## src/rtl/dvrs_ram.sv

```systemverilog
`default_nettype none
module dvrs_ram #(
	parameter int WIDTH = 32,
	parameter int DEPTH = 64
) (
	input  wire logic                                     clk,
	input  wire logic                                     we,
	input  wire logic [(DEPTH > 1 ? $clog2(DEPTH) : 1)-1:0] waddr,
	input  wire logic [WIDTH-1:0]                         wdata,
	input  wire logic [(DEPTH > 1 ? $clog2(DEPTH) : 1)-1:0] raddr,
	output logic [WIDTH-1:0]                              rdata
);
	logic [WIDTH-1:0] mem [DEPTH];

	// one write port, one registered read port
	always_ff @(posedge clk) begin
		if (we) begin
			mem[waddr] <= wdata;
		end
		rdata <= mem[raddr];
	end
endmodule
`default_nettype wire
```

## config.mk

```make
export PLATFORM = sky130hd
export DESIGN_NAME = dvrs_ram
export DESIGN_NICKNAME = d
export VERILOG_FILES = /design/src/rtl/dvrs_ram.sv
export SDC_FILE = /design/constraint.sdc
export NUM_CORES = 2
export LEC_CHECK = 0
export ABC_AREA = 1
export BUFFER_PORTS_ARGS = -buffer_cell sky130_fd_sc_hd__clkbuf_2
export CORE_ASPECT_RATIO = 0.8
export CORE_MARGIN = 2
export CORE_UTILIZATION = 30
export DETAILED_ROUTE_END_ITERATION = 12
export PLACE_DENSITY_LB_ADDON = 0.12
export RECOVER_POWER = 25
export SLEW_MARGIN = 20
export SYNTH_ARGS = -nofsm -noshare
export SYNTH_HDL_FRONTEND = slang
export SYNTH_SLANG_ARGS = --single-unit
```

## constraint.sdc

```tcl
create_clock -name clk -period 5.5 [get_ports clk]
set_clock_uncertainty 0.05 [all_clocks]
set_input_delay 0.55 -clock clk [delete_from_list [all_inputs] [get_ports clk]]
set_output_delay 0.55 -clock clk [all_outputs]
set_load 0.01 [all_outputs]
```

==> flow_summary.toml <==
[run_status]
status = "finished, violations left"
violations = "capacitance limit, slew limit"

[final_layout]
final-seq-area_um2 = 62100
fillers = 26900
fin_util_pct = 34.6
stdcell_count = 10700
area_delta_synth_final_pct = 14.9
finalInstanceArea_um2 = 95000
multi_input_area_um2 = 18800
nets = 6861
drive_gt1_share_pct = 8.66

[yosys]
synthDistinctLibCells = 16
netlist_area_um2 = 82700
synth_edf_count = 2048
ys_async_sr_fraction_pct = 0
synth_area_leaders = "edfxtp_1 (74%), nand3_1 (12%), nand2_1 (10%)"
yosysSeqAreaShare_pct = 75.1
yosys-top-cells-count = "nand2_1 (2,248), edfxtp_1 (2,048), nand3_1 (1,907)"
synth_largest_area_cell = "edfxtp_1"
synth_top_area_share_pct = 74.3
synth.net_count = 6815
avgSynthCellArea_um2 = 12.2
synth_seq_cells = 2080
synth_ff_type = "edfxtp_1"
yosys_warnings = 0
synthCells = 6769
yosysMostFrequentCell = "nand2_1"

[worst_setup_path]
critPathArrivalTime_ns = 3.61
worst_setup_path_start_kind = "primary input"
critPathMaxFanout = 64
path_cells = "clkbuf_2 > clkbuf_1"
worstPathRequired_ns = 5.53
crit_type = "in2reg"
crit_family = "buffers and inverters"
end_kind = "flip-flop"
slowest_delay_ns = 2.83
cpMaxStageDelayCell = "clkbuf_1"
crit_buf_inv = 2
crit_cells = 2
rr_worst_depth = 8

[clock_tree]
post_cts_resized = 0
clk_pin_slew_worst_paths_ns = 0.06
insertion_delay_ns = 0.90
numCtsBuffers = 226
clockRootBuffer = "clkbuf_16"
cts_tree = "built"
clk_path_buf_depth = 4
htreeDepth = 4
cts_sinks = 2080

[drt]
wirelength_um = 281000
wl_per_cell_um = 26.3
dr.pass1.iters = 5
dr.first_iter.drc_count = 4876
remaining_drc_errors = 0
antenna_left = 0
dr_total_vias = 53000
drt-vias-per-instance = 4.97

[placement]
place_inst = 10200
io_buffers = 77
dp_slack_ns = 1.71
globalplace.congestion = 0.798
dp_hpwl_um = 156000
dpl-instance-area_um2 = 87900

[global_routing]
track_usage_pct = 19.7
grt_first_pass_wirelength_um = 397000
grt_pass1_vias = 50400
grt_overflow_total = 0
antenna_found_initial = 22
grt_max_degree = 152

[die]
die_w_um = 591
core_um2 = 274000
row_count = 172
dieArea_um2 = 280000
start_util_pct = 30.2
pin_count = 78
die_h_um = 474

[timing]
period_needed_ns = 3.58
slew_violations = 943
worst_slack_ns = 1.92
slew-limit-headroom_pct = -177
fmax_mhz = 279
setup_tns_ns = 0
period_share_pct = 65.1
finalSetupViolCount = 0
hold_violations = 0
rsz0062_at_grt = "no"
worst_pin_slew_ns = 4.16

[job]
drv_cap = 21

[min_path]
worstHoldPathType = "in2reg"
hold_depth = 1

[power]
leakagePower_nw = 32.7
vdd_drop_max_uv = 258
pwr_density_cell_nw_per_um2 = 365
final cells by class:
class                      instances  share of cell area, %
clock buffer                     307                   6.51
multi-input combinational       4228                   19.7
sequential                      2080                   65.4
tap                             3654                   4.81
clock inverter                   101                  0.902
inverter                          12                 0.0935
antenna                            9                 0.0237
timing repair buffer             267                   2.54
cell usage in the layout, fill, tap and decap left out, drive strengths merged:
master / n
nand3: 1907
nand2: 2248
nand4: 9
clkinvlp: 5
clkinv: 79
bufinv: 14
nor2: 56
inv: 15
dfxtp: 32
buf: 174
edfxtp: 2048
nor4: 8
clkbuf: 394
dlygate4sd3: 6
diode: 9
final timing paths:
kind | startpoint | endpoint | slack (ns)
setup reg to reg | mem[55][31] | rdata[31] | 3.48
hold reg to reg | mem[30][17] | rdata[17] | 0.74
hold / removal | wdata[25] | mem[47][25] | 0.15
setup / recovery | wdata[11] | mem[7][11] | 1.92
per-stage QoR:
step	hold WS [ns]	total power, W
final	0.154	0.0347
after global routing	0.187	0.0358
after CTS	0.0292	0.0351
after detailed placement	0.749	0.0202
after global placement	0.743	0.0202
after floorplan	0.599	0.0190
what timing repair did:
action	CTS	global route
hold endpoints to repair	19	0
setup endpoints to repair	0	0
setup buffers	0	0
hold buffers	6	0
logic make-up after synthesis:
kind of cell | synth area share (%)
flops | 75.1
simple gates | 22.1
buf+inv | 2.78
flip-flops by register name (all words and copies together) (netlist names):
| register | count |
|---|---|
| mem | 2048 |
| rdata | 32 |
layer usage:
layer  track usage [%]  vias to the layer above  routed length [µm]
li1                  -                    24300                   -
met1              29.5                    27000              135000
met2              30.5                     1398              127000
met3              2.53                      305               13500
met4              3.92                        0                4770
met5                 0                        -                   0
where the power goes:
part           total (W)  internal [W]  switching, W
Clock             0.0149       0.00848       0.00638
Combinational    0.00221      0.000481       0.00173
Sequential        0.0176        0.0176     0.0000856
Power figures use the tool's default switching activity.
